===== config.mk =====
export PLATFORM = sky130hd
export DESIGN_NAME = servo_command_gate
export DESIGN_NICKNAME = d
export VERILOG_FILES = /design/src/rtl/core/scg_pkg.sv /design/src/rtl/core/scg_ram.sv /design/src/rtl/core/scg_div.sv /design/src/rtl/core/scg_datapath.sv /design/src/rtl/core/scg_ctrl.sv /design/src/rtl/core/servo_command_gate.sv
export SDC_FILE = /design/constraint.sdc
export NUM_CORES = 2
export LEC_CHECK = 0
export ABC_AREA = 1
export BUFFER_PORTS_ARGS = -buffer_cell sky130_fd_sc_hd__buf_2
export CORE_MARGIN = 1.5
export CORE_UTILIZATION = 40
export CTS_BUF_LIST = sky130_fd_sc_hd__clkbuf_16
export CTS_CLUSTER_DIAMETER = 150
export CTS_CLUSTER_SIZE = 10
export DETAILED_ROUTE_END_ITERATION = 16
export PLACE_DENSITY_LB_ADDON = 0.05
export SETUP_SLACK_MARGIN = 0.5
export SLEW_MARGIN = 20
export SYNTH_ARGS = -nofsm -noshare
export SYNTH_HDL_FRONTEND = slang
export SYNTH_SLANG_ARGS = --single-unit

===== constraint.sdc =====
create_clock -name clk -period 15.75 [get_ports clk]
set_input_delay 0 -clock clk [delete_from_list [all_inputs] [get_ports clk]]
set_output_delay 0 -clock clk [all_outputs]
set_load 0.05 [all_outputs]

===== src/rtl/core/scg_pkg.sv =====
`default_nettype none

package scg_pkg;

  // Field widths fixed by the item formats.
  localparam int unsigned OP_W       = 2;
  localparam int unsigned JOINT_W    = 5;
  localparam int unsigned POS_W      = 16;
  localparam int unsigned TIME_W     = 32;
  localparam int unsigned DEBOUNCE_W = 8;
  localparam int unsigned TICKS_W    = 16;
  localparam int unsigned CFG_IDX_W  = 2;
  localparam int unsigned CFG_DATA_W = 16;
  localparam int unsigned QUOT_W     = 16;
  localparam int unsigned PROD_W     = 32;

  // Default joint count.
  localparam int unsigned NUM_JOINTS_DEF = 32;

  // Register reset values.
  localparam logic [DEBOUNCE_W-1:0] DEBOUNCE_RST = 8'd3;
  localparam logic [TICKS_W-1:0]    WARMUP_RST   = 16'd500;
  localparam logic [TICKS_W-1:0]    RAMP_RST     = 16'd500;
  localparam logic [POS_W-1:0]      CENTER_RST   = 16'd0;

  // Request kinds.
  typedef enum logic [OP_W-1:0] {
    OP_TICK = 2'd0,
    OP_POLL = 2'd1,
    OP_MARK = 2'd2,
    OP_CMD  = 2'd3
  } op_t;

  // Configuration register indexes.
  typedef enum logic [CFG_IDX_W-1:0] {
    CFG_DEBOUNCE = 2'd0,
    CFG_WARMUP   = 2'd1,
    CFG_RAMP     = 2'd2,
    CFG_CENTER   = 2'd3
  } cfg_reg_t;

  // Controller states.
  typedef enum logic [3:0] {
    S_IDLE,
    S_DECODE,
    S_ELAPSED,
    S_GATE,
    S_PRODUCT,
    S_DIV_LOAD,
    S_DIVIDE,
    S_BLEND,
    S_FINISH
  } state_t;

  // Commands from the controller to the datapath.
  typedef struct packed {
    logic capture;
    logic decode;
    logic elapsed;
    logic gate;
    logic product;
    logic div_start;
    logic blend;
    logic load_out;
  } scg_cmd_t;

  // Status from the datapath to the controller.
  typedef struct packed {
    op_t  op;
    logic cmd_early;
    logic warm_hold;
    logic in_ramp;
    logic div_done;
  } scg_status_t;

endpackage

`default_nettype wire


===== src/rtl/core/scg_ram.sv =====
`default_nettype none

module scg_ram #(
  parameter int unsigned WIDTH = 8,
  parameter int unsigned DEPTH = 32
) (
  input  wire logic                                    clk,
  input  wire logic                                    wr_en,
  input  wire logic [(DEPTH > 1 ? $clog2(DEPTH) : 1)-1:0] wr_addr,
  input  wire logic [WIDTH-1:0]                        wr_data,
  input  wire logic [(DEPTH > 1 ? $clog2(DEPTH) : 1)-1:0] rd_addr,
  output logic      [WIDTH-1:0]                        rd_data
);

  logic [WIDTH-1:0] mem [DEPTH];

  // One write port and one registered read port.
  always_ff @(posedge clk) begin
    if (wr_en) begin
      mem[wr_addr] <= wr_data;
    end
    rd_data <= mem[rd_addr];
  end

endmodule

`default_nettype wire


===== src/rtl/core/scg_div.sv =====
`default_nettype none

module scg_div (
  input  wire logic                          clk,
  input  wire logic                          rst,
  input  wire logic                          start,
  input  wire logic [scg_pkg::PROD_W-1:0]    dividend,
  input  wire logic [scg_pkg::QUOT_W-1:0]    divisor,
  output logic      [scg_pkg::QUOT_W-1:0]    quotient,
  output logic                               done
);

  import scg_pkg::*;

  localparam int unsigned CNT_W = $clog2(QUOT_W + 1);

  logic [QUOT_W-1:0] remainder;
  logic [QUOT_W-1:0] quo;
  logic [CNT_W-1:0]  count;
  logic [QUOT_W:0]   shifted;
  logic [QUOT_W:0]   trial;
  logic              fits;

  // One restoring step: shift in the next dividend bit and try the subtract.
  // The upper half of the dividend is always below the divisor, so the
  // quotient fits in QUOT_W bits.
  always_comb begin
    shifted = {remainder, quo[QUOT_W-1]};
    trial   = shifted - {1'b0, divisor};
    fits    = (shifted >= {1'b0, divisor});
  end

  // Step counter.
  always_ff @(posedge clk) begin
    if (rst) begin
      count <= '0;
    end else if (start) begin
      count <= CNT_W'(QUOT_W);
    end else if (count != '0) begin
      count <= count - CNT_W'(1);
    end
  end

  // Partial remainder and quotient shift register.
  always_ff @(posedge clk) begin
    if (start) begin
      remainder <= dividend[PROD_W-1:QUOT_W];
      quo       <= dividend[QUOT_W-1:0];
    end else if (count != '0) begin
      remainder <= fits ? trial[QUOT_W-1:0] : shifted[QUOT_W-1:0];
      quo       <= {quo[QUOT_W-2:0], fits};
    end
  end

  assign quotient = quo;
  assign done     = (count == '0);

endmodule

`default_nettype wire


===== src/rtl/core/scg_datapath.sv =====
`default_nettype none

module scg_datapath #(
  parameter int unsigned NUM_JOINTS = scg_pkg::NUM_JOINTS_DEF
) (
  input  wire logic                              clk,
  input  wire logic                              rst,
  input  wire scg_pkg::scg_cmd_t                 cmd,
  output scg_pkg::scg_status_t                   status,
  input  wire logic [scg_pkg::OP_W-1:0]          opcode,
  input  wire logic [scg_pkg::JOINT_W-1:0]       joint_index,
  input  wire logic                              read_ok,
  input  wire logic signed [scg_pkg::POS_W-1:0]  position_in,
  input  wire logic                              cfg_write,
  input  wire logic [scg_pkg::CFG_IDX_W-1:0]     cfg_index,
  input  wire logic [scg_pkg::CFG_DATA_W-1:0]    cfg_data,
  output logic                                   accepted,
  output logic signed [scg_pkg::POS_W-1:0]       position_out,
  output logic      [scg_pkg::JOINT_W-1:0]       polled_joint,
  output logic                                   link_up,
  output logic                                   reenable_request
);

  import scg_pkg::*;

  localparam int unsigned JW    = (NUM_JOINTS > 1) ? $clog2(NUM_JOINTS) : 1;
  localparam int unsigned REC_W = TIME_W + POS_W;

  // Configuration registers.
  logic [DEBOUNCE_W-1:0] debounce_count;
  logic [TICKS_W-1:0]    warmup_ticks;
  logic [TICKS_W-1:0]    ramp_ticks;
  logic [POS_W-1:0]      center_position;

  // Captured request.
  op_t                op;
  logic [JOINT_W-1:0] joint;
  logic               ok;
  logic [POS_W-1:0]   pos;

  // Per-block and per-joint state.
  logic [TIME_W-1:0]     now_ticks;
  logic [JW-1:0]         poll_index;
  logic                  link_flag        [NUM_JOINTS];
  logic [DEBOUNCE_W-1:0] mismatch_counter [NUM_JOINTS];
  logic                  warm_valid       [NUM_JOINTS];

  // Command path work registers.
  logic [POS_W-1:0]  start_pos;
  logic [TIME_W-1:0] elapsed;
  logic [POS_W:0]    diff;
  logic [TIME_W-1:0] remain;
  logic [PROD_W-1:0] product;
  logic              diff_neg;

  // Result under construction.
  logic               res_accepted;
  logic [POS_W-1:0]   res_position;
  logic [JOINT_W-1:0] res_polled;
  logic               res_link;
  logic               res_reenable;

  // Combinational helpers.
  logic                  joint_ok;
  logic [JW-1:0]         jsel;
  logic                  connected;
  logic                  marked;
  logic                  poll_flag;
  logic [DEBOUNCE_W-1:0] count_inc;
  logic                  flip;
  logic                  new_link;
  logic [JW-1:0]         poll_next;
  logic [POS_W:0]        diff_abs;
  logic [REC_W-1:0]      rec_wdata;
  logic [REC_W-1:0]      rec_rdata;
  logic [QUOT_W-1:0]     quotient;
  logic                  div_done;
  logic [POS_W:0]        quot_signed;
  logic [POS_W:0]        blend_sum;

  // Joint lookup and poll debounce decision.
  always_comb begin
    joint_ok  = ({1'b0, joint} < (JOINT_W + 1)'(NUM_JOINTS));
    jsel      = joint[JW-1:0];
    connected = joint_ok ? link_flag[jsel] : 1'b1;
    marked    = joint_ok && warm_valid[jsel];
    poll_flag = link_flag[poll_index];
    count_inc = mismatch_counter[poll_index] + DEBOUNCE_W'(1);
    flip      = (ok != poll_flag) && !(count_inc < debounce_count);
    new_link  = flip ? ok : poll_flag;
    poll_next = (poll_index == JW'(NUM_JOINTS - 1)) ? '0 : poll_index + JW'(1);
    diff_abs  = diff[POS_W] ? (~diff + (POS_W + 1)'(1)) : diff;
    rec_wdata = {now_ticks, (ok ? pos : center_position)};
    quot_signed = diff_neg ? ((POS_W + 1)'(0) - {1'b0, quotient})
                           : {1'b0, quotient};
    blend_sum = {start_pos[POS_W-1], start_pos} + quot_signed;
  end

  // Status toward the controller.
  always_comb begin
    status.op        = op;
    status.cmd_early = !connected || !marked;
    status.warm_hold = (elapsed < {{(TIME_W - TICKS_W){1'b0}}, warmup_ticks});
    status.in_ramp   = (remain < {{(TIME_W - TICKS_W){1'b0}}, ramp_ticks});
    status.div_done  = div_done;
  end

  // Configuration register writes.
  always_ff @(posedge clk) begin
    if (rst) begin
      debounce_count  <= DEBOUNCE_RST;
      warmup_ticks    <= WARMUP_RST;
      ramp_ticks      <= RAMP_RST;
      center_position <= CENTER_RST;
    end else if (cfg_write) begin
      unique case (cfg_reg_t'(cfg_index))
        CFG_DEBOUNCE: debounce_count  <= cfg_data[DEBOUNCE_W-1:0];
        CFG_WARMUP:   warmup_ticks    <= cfg_data[TICKS_W-1:0];
        CFG_RAMP:     ramp_ticks      <= cfg_data[TICKS_W-1:0];
        CFG_CENTER:   center_position <= cfg_data[POS_W-1:0];
        default: ;
      endcase
    end
  end

  // Clock, poll and torque-enable state updated when a request is decoded.
  always_ff @(posedge clk) begin
    if (rst) begin
      now_ticks  <= '0;
      poll_index <= '0;
      for (int i = 0; i < NUM_JOINTS; i++) begin
        link_flag[i]        <= 1'b1;
        mismatch_counter[i] <= '0;
        warm_valid[i]       <= 1'b0;
      end
    end else if (cmd.decode) begin
      case (op)
        OP_TICK: now_ticks <= now_ticks + TIME_W'(1);
        OP_POLL: begin
          poll_index <= poll_next;
          link_flag[poll_index] <= new_link;
          if (ok == poll_flag || flip) begin
            mismatch_counter[poll_index] <= '0;
          end else begin
            mismatch_counter[poll_index] <= count_inc;
          end
        end
        OP_MARK: begin
          if (joint_ok) begin
            warm_valid[jsel] <= 1'b1;
          end
        end
        default: ;
      endcase
    end
  end

  // Request capture and command arithmetic.
  always_ff @(posedge clk) begin
    if (cmd.capture) begin
      op    <= op_t'(opcode);
      joint <= joint_index;
      ok    <= read_ok;
      pos   <= position_in;
    end
    if (cmd.elapsed) begin
      start_pos <= rec_rdata[POS_W-1:0];
      elapsed   <= now_ticks - rec_rdata[REC_W-1:POS_W];
      diff      <= {pos[POS_W-1], pos} - {rec_rdata[POS_W-1], rec_rdata[POS_W-1:0]};
    end
    if (cmd.gate) begin
      remain <= elapsed - {{(TIME_W - TICKS_W){1'b0}}, warmup_ticks};
    end
    if (cmd.product) begin
      product  <= PROD_W'(diff_abs[POS_W-1:0]) * PROD_W'(remain[POS_W-1:0]);
      diff_neg <= diff[POS_W];
    end
  end

  // Result fields.
  always_ff @(posedge clk) begin
    if (cmd.decode) begin
      res_accepted <= 1'b0;
      res_position <= '0;
      res_polled   <= '0;
      res_link     <= 1'b0;
      res_reenable <= 1'b0;
      case (op)
        OP_POLL: begin
          res_polled   <= JOINT_W'(poll_index);
          res_link     <= new_link;
          res_reenable <= flip && ok;
        end
        OP_CMD: begin
          if (connected) begin
            res_accepted <= 1'b1;
            res_position <= pos;
          end
        end
        default: ;
      endcase
    end else if (cmd.gate && status.warm_hold) begin
      res_accepted <= 1'b0;
      res_position <= '0;
    end else if (cmd.blend) begin
      res_position <= blend_sum[POS_W-1:0];
    end
  end

  // Output register.
  always_ff @(posedge clk) begin
    if (cmd.load_out) begin
      accepted         <= res_accepted;
      position_out     <= res_position;
      polled_joint     <= res_polled;
      link_up          <= res_link;
      reenable_request <= res_reenable;
    end
  end

  // Torque-enable record: start time and start position per joint.
  scg_ram #(
    .WIDTH (REC_W),
    .DEPTH (NUM_JOINTS)
  ) u_record (
    .clk     (clk),
    .wr_en   (cmd.decode && (op == OP_MARK) && joint_ok),
    .wr_addr (jsel),
    .wr_data (rec_wdata),
    .rd_addr (jsel),
    .rd_data (rec_rdata)
  );

  // Serial divider for the ramp blend.
  scg_div u_div (
    .clk      (clk),
    .rst      (rst),
    .start    (cmd.div_start),
    .dividend (product),
    .divisor  (ramp_ticks),
    .quotient (quotient),
    .done     (div_done)
  );

endmodule

`default_nettype wire


===== src/rtl/core/scg_ctrl.sv =====
`default_nettype none

module scg_ctrl (
  input  wire logic                   clk,
  input  wire logic                   rst,
  input  wire logic                   in_valid,
  output logic                        in_ready,
  output logic                        out_valid,
  input  wire logic                   out_ready,
  input  wire scg_pkg::scg_status_t   status,
  output scg_pkg::scg_cmd_t           cmd
);

  import scg_pkg::*;

  state_t state;
  state_t state_next;

  // State register.
  always_ff @(posedge clk) begin
    if (rst) begin
      state <= S_IDLE;
    end else begin
      state <= state_next;
    end
  end

  // Output register occupancy.
  always_ff @(posedge clk) begin
    if (rst) begin
      out_valid <= 1'b0;
    end else if (cmd.load_out) begin
      out_valid <= 1'b1;
    end else if (out_ready) begin
      out_valid <= 1'b0;
    end
  end

  // Next state and datapath commands.
  always_comb begin
    state_next = state;
    cmd        = '0;
    in_ready   = 1'b0;
    unique case (state)
      S_IDLE: begin
        in_ready = 1'b1;
        if (in_valid) begin
          cmd.capture = 1'b1;
          state_next  = S_DECODE;
        end
      end
      S_DECODE: begin
        cmd.decode = 1'b1;
        if (status.op == OP_CMD && !status.cmd_early) begin
          state_next = S_ELAPSED;
        end else begin
          state_next = S_FINISH;
        end
      end
      S_ELAPSED: begin
        cmd.elapsed = 1'b1;
        state_next  = S_GATE;
      end
      S_GATE: begin
        cmd.gate   = 1'b1;
        state_next = status.warm_hold ? S_FINISH : S_PRODUCT;
      end
      S_PRODUCT: begin
        cmd.product = 1'b1;
        state_next  = status.in_ramp ? S_DIV_LOAD : S_FINISH;
      end
      S_DIV_LOAD: begin
        cmd.div_start = 1'b1;
        state_next    = S_DIVIDE;
      end
      S_DIVIDE: begin
        if (status.div_done) begin
          state_next = S_BLEND;
        end
      end
      S_BLEND: begin
        cmd.blend  = 1'b1;
        state_next = S_FINISH;
      end
      S_FINISH: begin
        if (!out_valid || out_ready) begin
          cmd.load_out = 1'b1;
          state_next   = S_IDLE;
        end
      end
      default: state_next = S_IDLE;
    endcase
  end

endmodule

`default_nettype wire


===== src/rtl/core/servo_command_gate.sv =====
// Sequencing: an accepted tick, poll or mark request is decoded and its result loaded into the
// output register; so is a command whose link is down or joint never marked, which otherwise adds
// the elapsed and gate steps (in warm-up), then the product step (past the ramp), and when ramped
// the 16-step serial divider of the blend. One request is in work at a time; the next is taken
// once the result is loaded; a result left waiting in the output register holds the last step.
// Synchronous active-high reset restores register defaults and the per-joint flags and counters.
`default_nettype none

module servo_command_gate #(
  parameter int unsigned NUM_JOINTS = scg_pkg::NUM_JOINTS_DEF
) (
  input  wire logic                              clk,
  input  wire logic                              rst,
  input  wire logic                              in_valid,
  output logic                                   in_ready,
  input  wire logic [scg_pkg::OP_W-1:0]          opcode,
  input  wire logic [scg_pkg::JOINT_W-1:0]       joint_index,
  input  wire logic                              read_ok,
  input  wire logic signed [scg_pkg::POS_W-1:0]  position_in,
  output logic                                   out_valid,
  input  wire logic                              out_ready,
  output logic                                   accepted,
  output logic signed [scg_pkg::POS_W-1:0]       position_out,
  output logic      [scg_pkg::JOINT_W-1:0]       polled_joint,
  output logic                                   link_up,
  output logic                                   reenable_request,
  input  wire logic                              cfg_valid,
  output logic                                   cfg_ready,
  input  wire logic [scg_pkg::CFG_IDX_W-1:0]     cfg_index,
  input  wire logic [scg_pkg::CFG_DATA_W-1:0]    cfg_data
);

  import scg_pkg::*;

  scg_cmd_t    cmd;
  scg_status_t status;

  // Configuration writes are always taken.
  assign cfg_ready = 1'b1;

  // Sequencing of each request.
  scg_ctrl u_ctrl (
    .clk       (clk),
    .rst       (rst),
    .in_valid  (in_valid),
    .in_ready  (in_ready),
    .out_valid (out_valid),
    .out_ready (out_ready),
    .status    (status),
    .cmd       (cmd)
  );

  // State, arithmetic and output register.
  scg_datapath #(
    .NUM_JOINTS (NUM_JOINTS)
  ) u_datapath (
    .clk              (clk),
    .rst              (rst),
    .cmd              (cmd),
    .status           (status),
    .opcode           (opcode),
    .joint_index      (joint_index),
    .read_ok          (read_ok),
    .position_in      (position_in),
    .cfg_write        (cfg_valid && cfg_ready),
    .cfg_index        (cfg_index),
    .cfg_data         (cfg_data),
    .accepted         (accepted),
    .position_out     (position_out),
    .polled_joint     (polled_joint),
    .link_up          (link_up),
    .reenable_request (reenable_request)
  );

  // A request in work blocks the next one.
  a_one_in_work : assert property (@(posedge clk) disable iff (rst)
    in_valid && in_ready |=> !in_ready)
    else $error("second request taken while one is in work");

  // A reconnect is only reported together with a raised link flag.
  a_reenable_link : assert property (@(posedge clk) disable iff (rst)
    out_valid && reenable_request |-> link_up)
    else $error("reenable_request without link_up");

  // Command results never carry poll fields.
  a_cmd_no_poll : assert property (@(posedge clk) disable iff (rst)
    out_valid && accepted |-> !link_up && !reenable_request && (polled_joint == '0))
    else $error("accepted command carries poll fields");

endmodule

`default_nettype wire

==> results.txt <==
- Count of distinct cell types in the synthesized netlist: 60
* Largest net degree at the start of global routing: 95
* Drt first-iter violations: 6368
- Clock tree from TritonCTS: yes
- Worst Path Buf+Inv: 6
- For this design the static power due to leakage is 39.7 nW.
* CP endpoint kind: flop
* Buffer type at the clock tree root: clkbuf_16
* Warnings, synthesis: 0
- Boundary Pins: 74
- In this run, post-CTS repair resized a total of 0 instances.
- Most frequent standard cell in the layout excluding fill and tap cells: edfxtp_1
- In this run, post-CTS hold repair placed 96 buffers.
* GP Congestion: 0.856
- The first global-routing pass estimated 459 mm of wire.
- The floorplan step set the die height to 500 µm.
- The number of placed instances, taps included, is 11000.
- Of the synthesized area, sequential elements account for 0.662.
- Number of cells in the finished layout apart from fillers: 11500
- Area overhead of the layout relative to synthesis: 13.2%
- Critical path origin: u_datapath.diff[0]
* Net count after synthesis: 8375
* Peak supply drop: 0.109 mV
- Averaged over all synthesized cells, the footprint is 12.5 µm².
* Run status: completed
* Number of port buffers: 72
- The via count of the first global-routing pass came to 63100.
- Counting every sink on the clock net gives 2251.
- Multi-input combinational cell area: 0.0296 mm²
- Fmax: 126 MHz
* Buffers inserted by post-CTS timing repair: 0
- Reg-to-reg startpoint: u_datapath.diff[0]
- Startpoint of the worst hold path: cfg_data[0]
- Cell Area, Synth: 0.0988 mm²
- Setup repair after global routing left no endpoint under its margin.
* Synthesized flop and latch total: 2251
- Commonest cells after routing, fill and taps aside: 2026 x edfxtp_1, 919 x nand2_1, 773 x a22oi_1
- The floorplan step defined a die boundary enclosing 0.250 mm².
* Hold Slack: 0.0663 ns
- The routed layout has 64800 vias.
- Final core area utilization: 0.455
- Before antenna repair, the detailed router went through 6 iterations.
* Primary flip-flop cell chosen by synthesis mapping: edfxtp_1
* Core area: 0.246 mm²
- Number of filler cells placed in the layout: 22300
- Proportion of synthesized flip-flops having asynchronous set or reset: 0
- Total routing usage reported by global routing: 0.253
- Number of endpoints with negative hold slack in the final report: 0
* # rows: 182
* Layout cells sized above 1: 0.0930
- The H-tree was split into 5 levels.
- The setup path with the least slack is of type flop to flop.
- Max-slew violation total from the final report: 0
* Slowest cell on the critical path: edfxtp_1
* Maximum net fanout on the critical path: 18
* Number of antenna violations at the first check in global routing: 10
* Footprint of the flip-flops and latches: 0.0654 mm²
* Arrival time at the worst endpoint: 8.51 ns
* Path class of the lowest-slack min-delay path: input port to flop
- In the final design database the tool counted 8611 nets.
- In the finished design, the share of the clock period the worst path needs comes to 0.502.
- STA puts the critical path data required time at 16.35 ns.
- Clk pin slew, worst setup/hold paths: 0.07 ns
- From left edge to right edge, the die measures 500 µm.
* Final setup vio count: 0
* Insertion delay to the later sink of the worst-skew pair: 0.92 ns
- Maximum Capacitance Violations: 0
* Post-Syn Instances: 7898
- Kind of start point of the critical path: flop
- The count of nets left with antenna violations once routing finished came out at 0.
- Num CTS Buffers: 275
- At the pin with the least slew margin, the transition time is 1.16 ns.
* Sum of negative setup slack: 0 ns
- Total Power: 14.6 mW
- Mean routed wirelength per cell: 27.9 µm
- Max transition margin: 0.218
- Vias per inst: 5.63
- On the worst path, the slowest cell contributes a delay of 0.70 ns.
- Detailed Place HPWL: 187 mm
- For this run, design rule violations remaining after detail routing come to 0.
- The longest clock path from root to sink contains 4 buffers.
* Power density relative to cell area: 131 mW/mm²
* Starting Density: 0.402
- Across the routed clock network, the largest skew measured is 0.0727 ns.
- EDFF count, synth: 2026
- Wire length after detailed routing: 321 mm
- Clock period minus final worst setup slack: 7.91 ns
- Global route overflow: 0
- The setup check on the worst reg-to-reg path leaves a slack of 7.84 ns.
* Family with the most delay on the worst path: adder cells
[power breakdown]
group | switching [mW] | internal, mW | total (mW)
clock network | 2.39 | 3.21 | 5.60
logic | 1.47 | 0.694 | 2.16
registers | 0.123 | 6.74 | 6.87
total | 3.98 | 10.6 | 14.6
[metrics by stage]
step	setup slack (ns)	cell area [µm²]
after detailed placement	7.80	103000
after CTS	7.76	112000
after global placement	7.88	103000
after floorplan	8.71	98800
after global routing	7.10	112000
final	7.84	112000
[sequential cells by signal, summed over array words and instances (netlist names), 17 cells and up, named ones only]
name                         count
u_datapath.diff                 17
u_datapath.elapsed              32
u_datapath.u_record.mem       1536
u_datapath.warm_valid           32
u_datapath.u_record.rd_data     48
u_datapath.product              32
u_datapath.mismatch_counter    256
u_datapath.now_ticks            32
u_datapath.remain               32
u_datapath.link_flag            32
[cell families (layout without fill, tap and decap cells)]
family / Yosys count / count (layout) / synth area share
flops: 2251 / 2251 / 0.662
simple gates: 2173 / 2173 / 0.0942
compound gates: 1838 / 1838 / 0.118
buf+inv: 1053 / 1435 / 0.0434
fa+ha+maj: 430 / 430 / 0.0696
xor+xnor: 152 / 152 / 0.0135
other cells: 1 / 6 / 0.0000380
[area by class of cell]
| class | count | share of cell area |
|---|---|---|
| clock inverters | 139 | 0.00514 |
| clock buffers | 284 | 0.0636 |
| repair buffers | 337 | 0.0232 |
| diodes | 5 | 0.000112 |
| well taps | 3220 | 0.0360 |
| flip-flops and latches | 2251 | 0.585 |
| inverters | 675 | 0.0230 |
| multi-input cells | 4594 | 0.264 |
[cells in the mapped netlist (30+ instances only)]
library cell	number	share of area
clkbuf_1	275	0.010
nor4_1	55	0.0035
edfxtp_1	2026	0.62
xor2_1	100	0.0089
ha_1	231	0.029
nand4_1	43	0.0027
o221ai_1	41	0.0036
buf_6	32	0.0036
nand3_1	165	0.0084
fa_1	199	0.040
nor2_2	69	0.0044
nand2_1	919	0.035
o21ai_0	307	0.016
inv_1	622	0.024
nor2_1	744	0.028
a22oi_1	773	0.059
or2_2	58	0.0037
nor3_1	87	0.0044
xnor2_1	52	0.0046
buf_2	30	0.0015
clkinv_1	32	0.0012
dfxtp_1	225	0.046
a21oi_1	567	0.029
[layer usage]
metal,track usage,part of all wire,vias to the layer above
li1,-,-,29100
met1,0.361,0.45,33200
met2,0.410,0.48,2097
met3,0.0298,0.056,436
met4,0.0622,0.023,0
met5,0,0,-
[path summary, 6_finish.rpt]
| kind | end | cells past startpoint |
|---|---|---|
| setup / recovery | u_datapath.product[28] | 28 |
| hold / removal | u_datapath.warmup_ticks[0] | 4 |
| hold reg to reg | u_datapath.position_out[14] | 0 |
| setup reg to reg | u_datapath.product[28] | 28 |
[worst reg2reg max path: cells and delay by family (launching register included)]
kind / cells / cell delay [ns]
AO/OA/AOI/OAI: 6 / 1.41
adder cells (fa/ha/maj): 7 / 3.27
XOR/XNOR: 2 / 0.32
AND/OR/NAND/NOR: 7 / 1.31
flip-flops: 1 / 0.70
buffers and inverters: 6 / 0.63
No activity file was read; power rests on OpenSTA's default activity.
